<file path="config.mk">
export PLATFORM = sky130hd
export DESIGN_NAME = sha1_stream_hasher_flat
export DESIGN_NICKNAME = d
export VERILOG_FILES = /design/src/rtl/sha1sh_pkg.sv /design/src/rtl/sha1sh_if.sv /design/src/rtl/sha1_stream_hasher.sv /design/src/rtl/sha1sh_dp.sv /design/src/rtl/sha1sh_ctrl.sv /design/src/flat_wrapper.sv
export SDC_FILE = /design/constraint.sdc
export NUM_CORES = 2
export LEC_CHECK = 0
export ABC_CLOCK_PERIOD_IN_PS = 9400
export BUFFER_PORTS_ARGS = -buffer_cell sky130_fd_sc_hd__buf_4
export CAP_MARGIN = 40
export CORE_MARGIN = 4
export CORE_UTILIZATION = 55
export DETAILED_ROUTE_END_ITERATION = 12
export GPL_ROUTABILITY_DRIVEN = 0
export PLACE_DENSITY = 0.71
export SETUP_SLACK_MARGIN = 0.02
export SLEW_MARGIN = 10
export SYNTH_ARGS = -nofsm -noshare
export SYNTH_HDL_FRONTEND = slang
export SYNTH_HIERARCHICAL = 1
export SYNTH_SLANG_ARGS = --single-unit
</file>
<file path="constraint.sdc">
create_clock -name clk_i -period 9.4 [get_ports clk_i]
set_input_delay 0.94 -clock clk_i [delete_from_list [all_inputs] [get_ports clk_i]]
set_output_delay 0.94 -clock clk_i [all_outputs]
set_load 0.02 [all_outputs]
</file>
<file path="src/rtl/sha1sh_pkg.sv">
// Shared types and constants for the SHA-1 stream hasher.
`default_nettype none

package sha1sh_pkg;

  localparam int unsigned NUM_CHAIN = 5;
  localparam int unsigned NUM_WORDS = 16;

  localparam logic [31:0] K_R0 = 32'h5a827999;
  localparam logic [31:0] K_R1 = 32'h6ed9eba1;
  localparam logic [31:0] K_R2 = 32'h8f1bbcdc;
  localparam logic [31:0] K_R3 = 32'hca62c1d6;

  localparam logic [31:0] H_INIT [NUM_CHAIN] = '{
    32'h67452301, 32'hefcdab89, 32'h98badcfe, 32'h10325476, 32'hc3d2e1f0
  };

  localparam logic [5:0] BYTE_LAST     = 6'd63;
  localparam logic [5:0] LEN_FIRST     = 6'd56;
  localparam logic [6:0] ROUND_LAST    = 7'd79;
  localparam logic [6:0] ROUND_PHASE1  = 7'd20;
  localparam logic [6:0] ROUND_PHASE2  = 7'd40;
  localparam logic [6:0] ROUND_PHASE3  = 7'd60;
  localparam logic [2:0] IDX_LAST      = 3'd4;
  localparam logic [7:0] PAD_MARK      = 8'h80;

  typedef enum logic [2:0] {
    S_IDLE,
    S_MARK,
    S_ZERO,
    S_LEN,
    S_ROUND,
    S_ADD,
    S_EMIT
  } ctrl_state_e;

  typedef enum logic [1:0] {
    SRC_DATA,
    SRC_MARK,
    SRC_ZERO,
    SRC_LEN
  } byte_src_e;

  typedef struct packed {
    logic      put;
    byte_src_e src;
    logic      count_bits;
    logic      round;
    logic      chain_add;
    logic      emit;
    logic      restart;
  } dp_cmd_t;

  typedef struct packed {
    logic blk_last;
    logic at_len;
    logic round_last;
    logic emit_last;
    logic out_free;
  } dp_stat_t;

endpackage

`default_nettype wire

</file>
<file path="src/rtl/sha1sh_if.sv">
// Valid/ready channel interfaces for message bytes and digest words.
`default_nettype none

interface sha1sh_in_if;
  logic       valid;
  logic       ready;
  logic [7:0] data_byte;
  logic       byte_valid;
  logic       end_of_message;

  modport source (output valid, data_byte, byte_valid, end_of_message, input ready);
  modport sink   (input valid, data_byte, byte_valid, end_of_message, output ready);
endinterface

interface sha1sh_out_if;
  logic        valid;
  logic        ready;
  logic [31:0] digest_word;
  logic [2:0]  word_index;
  logic        last_word;

  modport source (output valid, digest_word, word_index, last_word, input ready);
  modport sink   (input valid, digest_word, word_index, last_word, output ready);
endinterface

`default_nettype wire

</file>
<file path="src/rtl/sha1_stream_hasher.sv">
// Top level of the streaming SHA-1 hasher: controller, datapath and channel hookup.
// Intake: a byte that does not fill the block is taken without a stall; the 64th byte of a
//   block starts a compression of 80 rounds on one shared round unit and a chain add.
// End of message: padding bytes plus one or two compressions, then
//   five digest words, one per cycle while the sink is ready.
// Reset: asynchronous, active low; chain words return to the SHA-1 initial values.
`default_nettype none

module sha1_stream_hasher import sha1sh_pkg::*; (
  input  wire logic     clk_i,
  input  wire logic     rst_ni,
  sha1sh_in_if.sink     msg_i,
  sha1sh_out_if.source  dig_o
);

  dp_cmd_t  cmd;
  dp_stat_t stat;

  sha1sh_ctrl u_ctrl (
    .clk_i            (clk_i),
    .rst_ni           (rst_ni),
    .in_valid_i       (msg_i.valid),
    .byte_valid_i     (msg_i.byte_valid),
    .end_of_message_i (msg_i.end_of_message),
    .stat_i           (stat),
    .in_ready_o       (msg_i.ready),
    .cmd_o            (cmd)
  );

  sha1sh_dp u_dp (
    .clk_i         (clk_i),
    .rst_ni        (rst_ni),
    .cmd_i         (cmd),
    .data_byte_i   (msg_i.data_byte),
    .out_ready_i   (dig_o.ready),
    .stat_o        (stat),
    .out_valid_o   (dig_o.valid),
    .digest_word_o (dig_o.digest_word),
    .word_index_o  (dig_o.word_index),
    .last_word_o   (dig_o.last_word)
  );

  a_round_blocks_input: assert property (@(posedge clk_i) disable iff (!rst_ni)
    cmd.round |-> !msg_i.ready)
    else $error("input accepted during compression");

  a_cmd_exclusive: assert property (@(posedge clk_i) disable iff (!rst_ni)
    $onehot0({cmd.put, cmd.round, cmd.chain_add, cmd.emit}))
    else $error("conflicting datapath commands");

  a_last_word_index: assert property (@(posedge clk_i) disable iff (!rst_ni)
    dig_o.valid |-> (dig_o.last_word == (dig_o.word_index == IDX_LAST)))
    else $error("last_word does not match word_index");

  a_restart_after_last: assert property (@(posedge clk_i) disable iff (!rst_ni)
    cmd.restart |-> cmd.emit && stat.emit_last)
    else $error("restart outside final digest word");

endmodule

`default_nettype wire

</file>
<file path="src/rtl/sha1sh_dp.sv">
// SHA-1 datapath: block buffer, message schedule, round unit, chain and output register.
`default_nettype none

module sha1sh_dp import sha1sh_pkg::*; (
  input  wire logic        clk_i,
  input  wire logic        rst_ni,
  input  wire dp_cmd_t     cmd_i,
  input  wire logic [7:0]  data_byte_i,
  input  wire logic        out_ready_i,
  output dp_stat_t         stat_o,
  output logic             out_valid_o,
  output logic [31:0]      digest_word_o,
  output logic [2:0]       word_index_o,
  output logic             last_word_o
);

  logic [5:0]  cnt_q;
  logic [6:0]  rnd_q;
  logic [63:0] bits_q;
  logic [31:0] chain_q [NUM_CHAIN];
  logic [2:0]  emit_idx_q;
  logic        out_valid_q;

  logic [31:0] blk_q [NUM_WORDS];
  logic [31:0] a_q, b_q, c_q, d_q, e_q;
  logic [31:0] out_word_q;
  logic [2:0]  out_idx_q;
  logic        out_last_q;

  logic [7:0]  byte_val;
  logic [31:0] f_val, k_val, t_val, w_new;
  logic        out_free;

  function automatic logic [31:0] w_mix(input logic [31:0] w13, input logic [31:0] w8,
                                        input logic [31:0] w2, input logic [31:0] w0);
    logic [31:0] x;
    x = w13 ^ w8 ^ w2 ^ w0;
    return {x[30:0], x[31]};
  endfunction

  always_comb begin
    case (cmd_i.src)
      SRC_DATA: byte_val = data_byte_i;
      SRC_MARK: byte_val = PAD_MARK;
      SRC_ZERO: byte_val = 8'h00;
      SRC_LEN:  byte_val = bits_q[{~cnt_q[2:0], 3'b000} +: 8];
      default:  byte_val = 8'h00;
    endcase
  end

  always_comb begin
    if (rnd_q < ROUND_PHASE1) begin
      f_val = (b_q & c_q) | (~b_q & d_q);
      k_val = K_R0;
    end else if (rnd_q < ROUND_PHASE2) begin
      f_val = b_q ^ c_q ^ d_q;
      k_val = K_R1;
    end else if (rnd_q < ROUND_PHASE3) begin
      f_val = (b_q & c_q) | (b_q & d_q) | (c_q & d_q);
      k_val = K_R2;
    end else begin
      f_val = b_q ^ c_q ^ d_q;
      k_val = K_R3;
    end
  end

  assign t_val = {a_q[26:0], a_q[31:27]} + f_val + e_q + k_val + blk_q[0];
  assign w_new = {w_mix(blk_q[13], blk_q[8], blk_q[2], blk_q[0])};

  assign out_free = !out_valid_q || out_ready_i;

  always_ff @(posedge clk_i or negedge rst_ni) begin
    if (!rst_ni) begin
      cnt_q       <= '0;
      rnd_q       <= '0;
      bits_q      <= '0;
      emit_idx_q  <= '0;
      out_valid_q <= 1'b0;
      for (int i = 0; i < NUM_CHAIN; i++) chain_q[i] <= H_INIT[i];
    end else begin
      if (cmd_i.put) cnt_q <= cnt_q + 6'd1;
      if (cmd_i.count_bits) bits_q <= bits_q + 64'd8;
      if (cmd_i.put && stat_o.blk_last) begin
        rnd_q <= '0;
      end else if (cmd_i.round) begin
        rnd_q <= rnd_q + 7'd1;
      end
      if (cmd_i.chain_add) begin
        chain_q[0] <= chain_q[0] + a_q;
        chain_q[1] <= chain_q[1] + b_q;
        chain_q[2] <= chain_q[2] + c_q;
        chain_q[3] <= chain_q[3] + d_q;
        chain_q[4] <= chain_q[4] + e_q;
      end
      if (cmd_i.emit) begin
        emit_idx_q  <= emit_idx_q + 3'd1;
        out_valid_q <= 1'b1;
      end else if (out_ready_i) begin
        out_valid_q <= 1'b0;
      end
      if (cmd_i.restart) begin
        cnt_q      <= '0;
        bits_q     <= '0;
        emit_idx_q <= '0;
        for (int i = 0; i < NUM_CHAIN; i++) chain_q[i] <= H_INIT[i];
      end
    end
  end

  always_ff @(posedge clk_i) begin
    if (cmd_i.put) begin
      blk_q[cnt_q[5:2]][{~cnt_q[1:0], 3'b000} +: 8] <= byte_val;
    end else if (cmd_i.round) begin
      for (int i = 0; i < NUM_WORDS - 1; i++) blk_q[i] <= blk_q[i + 1];
      blk_q[NUM_WORDS - 1] <= w_new;
    end
    if (cmd_i.put && stat_o.blk_last) begin
      a_q <= chain_q[0];
      b_q <= chain_q[1];
      c_q <= chain_q[2];
      d_q <= chain_q[3];
      e_q <= chain_q[4];
    end else if (cmd_i.round) begin
      a_q <= t_val;
      b_q <= a_q;
      c_q <= {b_q[1:0], b_q[31:2]};
      d_q <= c_q;
      e_q <= d_q;
    end
    if (cmd_i.emit) begin
      out_word_q <= chain_q[emit_idx_q];
      out_idx_q  <= emit_idx_q;
      out_last_q <= (emit_idx_q == IDX_LAST);
    end
  end

  always_comb begin
    stat_o.blk_last   = (cnt_q == BYTE_LAST);
    stat_o.at_len     = (cnt_q == LEN_FIRST);
    stat_o.round_last = (rnd_q == ROUND_LAST);
    stat_o.emit_last  = (emit_idx_q == IDX_LAST);
    stat_o.out_free   = out_free;
  end

  assign out_valid_o   = out_valid_q;
  assign digest_word_o = out_word_q;
  assign word_index_o  = out_idx_q;
  assign last_word_o   = out_last_q;

endmodule

`default_nettype wire

</file>
<file path="src/rtl/sha1sh_ctrl.sv">
// SHA-1 controller: byte intake, padding sequence, compression rounds and digest output.
`default_nettype none

module sha1sh_ctrl import sha1sh_pkg::*; (
  input  wire logic     clk_i,
  input  wire logic     rst_ni,
  input  wire logic     in_valid_i,
  input  wire logic     byte_valid_i,
  input  wire logic     end_of_message_i,
  input  wire dp_stat_t stat_i,
  output logic          in_ready_o,
  output dp_cmd_t       cmd_o
);

  ctrl_state_e state_q, state_d;
  ctrl_state_e ret_q, ret_d;

  always_ff @(posedge clk_i or negedge rst_ni) begin
    if (!rst_ni) begin
      state_q <= S_IDLE;
      ret_q   <= S_IDLE;
    end else begin
      state_q <= state_d;
      ret_q   <= ret_d;
    end
  end

  always_comb begin
    state_d = state_q;
    ret_d   = ret_q;
    case (state_q)
      S_IDLE: begin
        if (in_valid_i) begin
          if (byte_valid_i && stat_i.blk_last) begin
            state_d = S_ROUND;
            ret_d   = end_of_message_i ? S_MARK : S_IDLE;
          end else if (end_of_message_i) begin
            state_d = S_MARK;
          end
        end
      end
      S_MARK: begin
        if (stat_i.blk_last) begin
          state_d = S_ROUND;
          ret_d   = S_ZERO;
        end else begin
          state_d = S_ZERO;
        end
      end
      S_ZERO: begin
        if (stat_i.at_len) begin
          state_d = S_LEN;
        end else if (stat_i.blk_last) begin
          state_d = S_ROUND;
          ret_d   = S_ZERO;
        end
      end
      S_LEN: begin
        if (stat_i.blk_last) begin
          state_d = S_ROUND;
          ret_d   = S_EMIT;
        end
      end
      S_ROUND: begin
        if (stat_i.round_last) state_d = S_ADD;
      end
      S_ADD: state_d = ret_q;
      S_EMIT: begin
        if (stat_i.out_free && stat_i.emit_last) state_d = S_IDLE;
      end
      default: state_d = S_IDLE;
    endcase
  end

  always_comb begin
    in_ready_o = 1'b0;
    cmd_o      = '0;
    cmd_o.src  = SRC_DATA;
    case (state_q)
      S_IDLE: begin
        in_ready_o = 1'b1;
        if (in_valid_i && byte_valid_i) begin
          cmd_o.put        = 1'b1;
          cmd_o.count_bits = 1'b1;
        end
      end
      S_MARK: begin
        cmd_o.put = 1'b1;
        cmd_o.src = SRC_MARK;
      end
      S_ZERO: begin
        cmd_o.put = !stat_i.at_len;
        cmd_o.src = SRC_ZERO;
      end
      S_LEN: begin
        cmd_o.put = 1'b1;
        cmd_o.src = SRC_LEN;
      end
      S_ROUND: cmd_o.round = 1'b1;
      S_ADD:   cmd_o.chain_add = 1'b1;
      S_EMIT: begin
        cmd_o.emit    = stat_i.out_free;
        cmd_o.restart = stat_i.out_free && stat_i.emit_last;
      end
      default: cmd_o = '0;
    endcase
  end

endmodule

`default_nettype wire

</file>
<file path="src/flat_wrapper.sv">
// flat-port wrapper written by rule: the top's interface ports become plain ports
module sha1_stream_hasher_flat import sha1sh_pkg::*;
  (clk_i, rst_ni, msg_i_valid, msg_i_data_byte, msg_i_byte_valid, msg_i_end_of_message, msg_i_ready, dig_o_valid, dig_o_digest_word, dig_o_word_index, dig_o_last_word, dig_o_ready);
  sha1sh_in_if msg_i_i ();
  sha1sh_out_if dig_o_i ();
  input  wire logic clk_i;
  input  wire logic rst_ni;
  input wire logic [$bits(msg_i_i.valid)-1:0] msg_i_valid;
  input wire logic [$bits(msg_i_i.data_byte)-1:0] msg_i_data_byte;
  input wire logic [$bits(msg_i_i.byte_valid)-1:0] msg_i_byte_valid;
  input wire logic [$bits(msg_i_i.end_of_message)-1:0] msg_i_end_of_message;
  output wire logic [$bits(msg_i_i.ready)-1:0] msg_i_ready;
  output wire logic [$bits(dig_o_i.valid)-1:0] dig_o_valid;
  output wire logic [$bits(dig_o_i.digest_word)-1:0] dig_o_digest_word;
  output wire logic [$bits(dig_o_i.word_index)-1:0] dig_o_word_index;
  output wire logic [$bits(dig_o_i.last_word)-1:0] dig_o_last_word;
  input wire logic [$bits(dig_o_i.ready)-1:0] dig_o_ready;
  assign msg_i_i.valid = msg_i_valid;
  assign msg_i_i.data_byte = msg_i_data_byte;
  assign msg_i_i.byte_valid = msg_i_byte_valid;
  assign msg_i_i.end_of_message = msg_i_end_of_message;
  assign msg_i_ready = msg_i_i.ready;
  assign dig_o_valid = dig_o_i.valid;
  assign dig_o_digest_word = dig_o_i.digest_word;
  assign dig_o_word_index = dig_o_i.word_index;
  assign dig_o_last_word = dig_o_i.last_word;
  assign dig_o_i.ready = dig_o_ready;
  sha1_stream_hasher u_core (.clk_i(clk_i), .rst_ni(rst_ni), .msg_i(msg_i_i), .dig_o(dig_o_i));
endmodule
</file>
==> impl_summary.log <==
INFO  metric status = finished, final reports clean
INFO  metric syn_nets = 5231
INFO  metric timing.rr.end = u_core/u_dp/a_q[23]$_DFFE_PP_
INFO  metric layout_cells_sized_above_1 = 10.5%
INFO  metric grt_start_max_net_pins = 250
INFO  metric netlist.area_leader.share = 39.4%
INFO  metric final-seq-area = 27500 um2
INFO  metric detailedRoute.firstPassIterationCount = 6
INFO  metric critical_path_buf_inv_count = 4
INFO  metric clock_power_share = 26.6%
INFO  metric die_width = 321 um
INFO  metric vdd_ir_drop_max = 183 uV
INFO  metric fraction_of_power_consumed_by_sequential_logic = 35.5%
INFO  metric report.final.slew_viol_count = 0
INFO  metric yosys.cell_types.count = 91
INFO  metric post-route-drc-count = 0
INFO  metric count_of_flip_flops_with_a_built_in_enable_after_synthesis = 708
INFO  metric post-synth-top-count-cell = sky130_fd_sc_hd__edfxtp_1
INFO  metric postPlaceCellArea = 56200 um2
INFO  metric synthTopCellsByCount = sky130_fd_sc_hd__edfxtp_1, sky130_fd_sc_hd__nand2_1, sky130_fd_sc_hd__a21o_1, sky130_fd_sc_hd__nor2_1, sky130_fd_sc_hd__inv_1
INFO  metric fillers = 7816
INFO  metric achievable-frequency = 0.135 GHz
INFO  metric worst-slew-pin-transition = 1.31 ns
INFO  metric cts_root_buffer = sky130_fd_sc_hd__clkbuf_16
INFO  metric placementRows = 114
INFO  metric critPathCaptureType = flop
INFO  metric number_of_antenna_repair_diodes = 0
INFO  metric fin_total_pwr = 0.0154 W
INFO  metric synth.ff_latch_count = 952
INFO  metric postCtsSetupBuffers = 0
INFO  metric min_period_over_period = 78.7%
INFO  metric detailroute.via_count = 38300
INFO  metric postLayoutCellArea = 59700 um2
INFO  metric cts_max_level = 3
INFO  metric power.leakage = 26.9 nW
INFO  metric timing.clock.skew = 0.0436 ns
INFO  metric area_grow_syn2layout = 10.6%
INFO  metric cts.path.max_buffers = 3
INFO  metric clk_transition_reported_paths = 0.07 ns
INFO  metric timing.rr.start = u_core/u_dp/rnd_q[4]$_DFFE_PN0P_
INFO  metric timing.hold.worst.class = input pin to async pin
INFO  metric grt_overflow = 0
INFO  metric clk-insertion-delay-late = 0.71 ns
INFO  metric timing_hold_violations_final = 0
INFO  metric synthDominantAreaCellType = sky130_fd_sc_hd__edfxtp_1
INFO  metric final.setup.tns = 0 ns
INFO  metric crit_required = 9.81 ns
INFO  metric sum_of_net_half_perimeters_after_detailed_placement = 99100 um
INFO  metric main_area_contributors_after_synthesis = sky130_fd_sc_hd__edfxtp_1, sky130_fd_sc_hd__a21o_1, sky130_fd_sc_hd__dfrtp_1
INFO  metric post_cts_hold_fix_bufs = 0
INFO  metric gr-usage-all-layers = 27.3%
INFO  metric max-cap-violations = 0
INFO  metric seq_area_frac_synth = 50.9%
INFO  metric grt_pass1_vias = 37500
INFO  metric detailedPlace.worstSlack = 2.14 ns
INFO  metric numPortBuffers = 51
INFO  metric syn_inst = 4890
INFO  metric slowest_stage = sky130_fd_sc_hd__a41oi_1
INFO  metric synth_area = 53900 um2
INFO  metric ys.warnings.count = 6
INFO  metric io_pins = 52
INFO  metric avgSynthCellArea = 11.0 um2
INFO  metric postRouteWirelength = 141000 um
INFO  metric number_of_violations_reported_at_the_end_of_detailed_routing_iteration_0 = 4276
INFO  metric worstRegToRegCells = 23
INFO  metric rrSetupSlack = 2.01 ns
INFO  metric setup_violations = 0
INFO  metric switchingPower = 0.00550 W
INFO  metric worstPathCellList = a41oi_1 -> nand2_1 -> buf_4 -> nand2_1 -> clkinv_1 -> a221oi_1 -> fa_1 -> fa_1 -> fa_1 -> inv_1 -> ha_1 -> inv_1 -> fa_1 -> nor2b_1 -> o21ai_0 -> a21boi_1 -> o211ai_1 -> a211oi_1 -> o31ai_1 -> and2_1 -> o311ai_1 -> xnor2_1 -> o21ai_0
INFO  metric async_flop_share = 25.6%
INFO  metric fp.dieArea = 103000 um2
INFO  metric ys.flop_type = sky130_fd_sc_hd__edfxtp_1
INFO  metric critical_path_arrival = 7.80 ns
INFO  metric design.final.nets = 5286
INFO  metric quantity_of_gates_resized_following_cts = 0
INFO  metric effective_utilization_at_floorplan = 55.6%
INFO  metric start_kind = flop
INFO  metric routed_wire_per_std_cell = 22.4 um
INFO  metric power-per-cell-area = 259 nW/um2
INFO  metric grt_pass1_wl = 220000 um
INFO  metric fp.dieH = 321 um
INFO  metric crit_path_max_fanout = 18
INFO  metric tritoncts_clock_tree = done
INFO  metric power_report.internal_total = 0.00994 W
INFO  metric max_slew_margin = 12.6%
INFO  metric crit_family = compound AO/OA/AOI/OAI gates
INFO  metric worst_path_largest_cell_delay = 0.56 ns
INFO  metric detail_route.vias_per_cell = 6.08
INFO  metric clock_sink_count = 952
INFO  metric core_box_area = 97000 um2
INFO  metric antenna_found_initial = 1
INFO  metric critPathMostFrequentCell = sky130_fd_sc_hd__fa_1
INFO  metric p_sw_share = 35.6%
INFO  metric period_minus_slack = 7.39 ns
INFO  metric clock_buffers_created_by_tritoncts = 102
INFO  metric path_type_of_the_worst_setup_path = flop to flop
INFO  metric ant_nets = 0
INFO  metric rsz0062_at_grt = no
INFO  metric multiInputGateArea = 24500 um2
INFO  metric timing.final.ws_setup = 2.01 ns
INFO  metric share_comb_of_total_power = 37.8%
==> metal layers <==
metal	global-route usage, %	share of wire [%]	up-vias
li1	-	-	17600
met1	38.8	42	18900
met2	43.1	46	1548
met3	4.20	7.6	272
met4	10.3	4.0	2
met5	0	0.0092	-
==> registers in the layout, indices dropped and copies added (netlist names) <==
name	flops
u_core/u_dp/chain_q	160
u_core/u_dp/a_q	32
u_core/u_dp/c_q	32
u_core/u_dp/cnt_q	6
u_core/u_ctrl/state_q	3
u_core/u_ctrl/ret_q	3
u_core/u_dp/bits_q	61
u_core/u_dp/rnd_q	7
u_core/u_dp/d_q	32
u_core/u_dp/word_index_o	3
u_core/u_dp/emit_idx_q	3
u_core/u_dp/digest_word_o	32
u_core/u_dp/out_valid_o	1
u_core/u_dp/blk_q	512
u_core/u_dp/last_word_o	1
u_core/u_dp/e_q	32
u_core/u_dp/b_q	32
==> layout make-up <==
class | count | share of cell area [%]
inverter | 293 | 1.85
multi-input combinational | 3403 | 41.1
sequential | 952 | 46.0
clock buffer | 129 | 4.57
clock inverter | 64 | 1.18
timing repair buffer | 193 | 2.63
tap | 1276 | 2.68
==> stage by stage <==
stage          cells  util [%]  hold WS [ns]
2_1_floorplan   4890         -         0.449
3_3_place_gp    6080      57.6         0.467
3_5_place_dp    6117      58.0         0.472
4_1_cts         6310      61.5         0.256
5_1_grt         6310      61.5         0.295
6_report        6310      61.5         0.254
==> cell families (layout without fill, tap and decap cells) <==
logic type | Yosys count | count (layout) | synth area share, %
xor gates and xnor gates | 310 | 310 | 5.03
buffers and inverters | 535 | 679 | 3.76
AOI/OAI and AO/OA | 1351 | 1351 | 16.9
and+or+nand+nor | 1269 | 1269 | 10.3
DFF | 952 | 952 | 50.9
muxes | 146 | 146 | 3.76
adders and majority gates | 327 | 327 | 9.32
==> worst reg2reg max path, stage by stage, from the launching register on <==
cell,delay (ns)
sky130_fd_sc_hd__dfrtp_1,0.46
sky130_fd_sc_hd__a41oi_1,0.56
sky130_fd_sc_hd__nand2_1,0.10
sky130_fd_sc_hd__buf_4,0.24
sky130_fd_sc_hd__nand2_1,0.12
sky130_fd_sc_hd__clkinv_1,0.54
sky130_fd_sc_hd__a221oi_1,0.51
sky130_fd_sc_hd__fa_1,0.51
sky130_fd_sc_hd__fa_1,0.54
sky130_fd_sc_hd__fa_1,0.42
sky130_fd_sc_hd__inv_1,0.08
sky130_fd_sc_hd__ha_1,0.18
sky130_fd_sc_hd__inv_1,0.07
sky130_fd_sc_hd__fa_1,0.47
sky130_fd_sc_hd__nor2b_1,0.12
sky130_fd_sc_hd__o21ai_0,0.11
sky130_fd_sc_hd__a21boi_1,0.32
sky130_fd_sc_hd__o211ai_1,0.33
sky130_fd_sc_hd__a211oi_1,0.52
sky130_fd_sc_hd__o31ai_1,0.15
sky130_fd_sc_hd__and2_1,0.21
sky130_fd_sc_hd__o311ai_1,0.28
sky130_fd_sc_hd__xnor2_1,0.15
sky130_fd_sc_hd__o21ai_0,0.08
==> worst max path at each step <==
stage | from | end | cells after the start
after floorplan | u_core/u_dp/cnt_q[1]$_DFFE_PN0P_ | u_core/u_dp/a_q[0]$_DFFE_PP_ | 14
after global placement | u_core/u_dp/rnd_q[4]$_DFFE_PN0P_ | u_core/u_dp/a_q[31]$_DFFE_PP_ | 23
after detailed placement | u_core/u_dp/rnd_q[4]$_DFFE_PN0P_ | u_core/u_dp/a_q[23]$_DFFE_PP_ | 23
after CTS | u_core/u_dp/rnd_q[4]$_DFFE_PN0P_ | u_core/u_dp/a_q[23]$_DFFE_PP_ | 23
after global routing | u_core/u_dp/rnd_q[4]$_DFFE_PN0P_ | u_core/u_dp/a_q[23]$_DFFE_PP_ | 23
final | u_core/u_dp/rnd_q[4]$_DFFE_PN0P_ | u_core/u_dp/a_q[23]$_DFFE_PP_ | 23
==> power groups by stage <==
stage	sequential, W	combinational [W]	clock (W)
floorplan	0.00544	0.00433	0
global placement	0.00554	0.00556	0
detailed placement	0.00555	0.00573	0
CTS	0.00547	0.00579	0.00418
global route	0.00552	0.00650	0.00436
finish	0.00548	0.00584	0.00411
==> cell usage in the layout (no fill, tap or decap), drive strengths merged, types with 24 or more instances in the layout <==
| master | netlist | layout |
|---|---|---|
| clkinv | 2 | 53 |
| mux2i | 100 | 100 |
| nor2 | 363 | 363 |
| nand2b | 29 | 29 |
| nand3 | 54 | 54 |
| nand2 | 603 | 603 |
| mux4 | 45 | 45 |
| a21o | 564 | 564 |
| o21ai | 286 | 286 |
| a21oi | 191 | 191 |
| a211oi | 38 | 38 |
| fa | 125 | 125 |
| and2 | 24 | 24 |
| clkbuf | 220 | 129 |
| inv | 291 | 292 |
| dfrtp | 164 | 164 |
| o22ai | 34 | 34 |
| and3 | 40 | 40 |
| nand4 | 27 | 27 |
| edfxtp | 708 | 708 |
| nor3 | 35 | 35 |
| o21a | 31 | 31 |
| nor2b | 26 | 26 |
| ha | 202 | 202 |
| xnor2 | 212 | 212 |
| xor2 | 98 | 98 |
| buf | 22 | 193 |
| dfstp | 80 | 80 |
No activity file was read; power rests on OpenSTA's default activity.
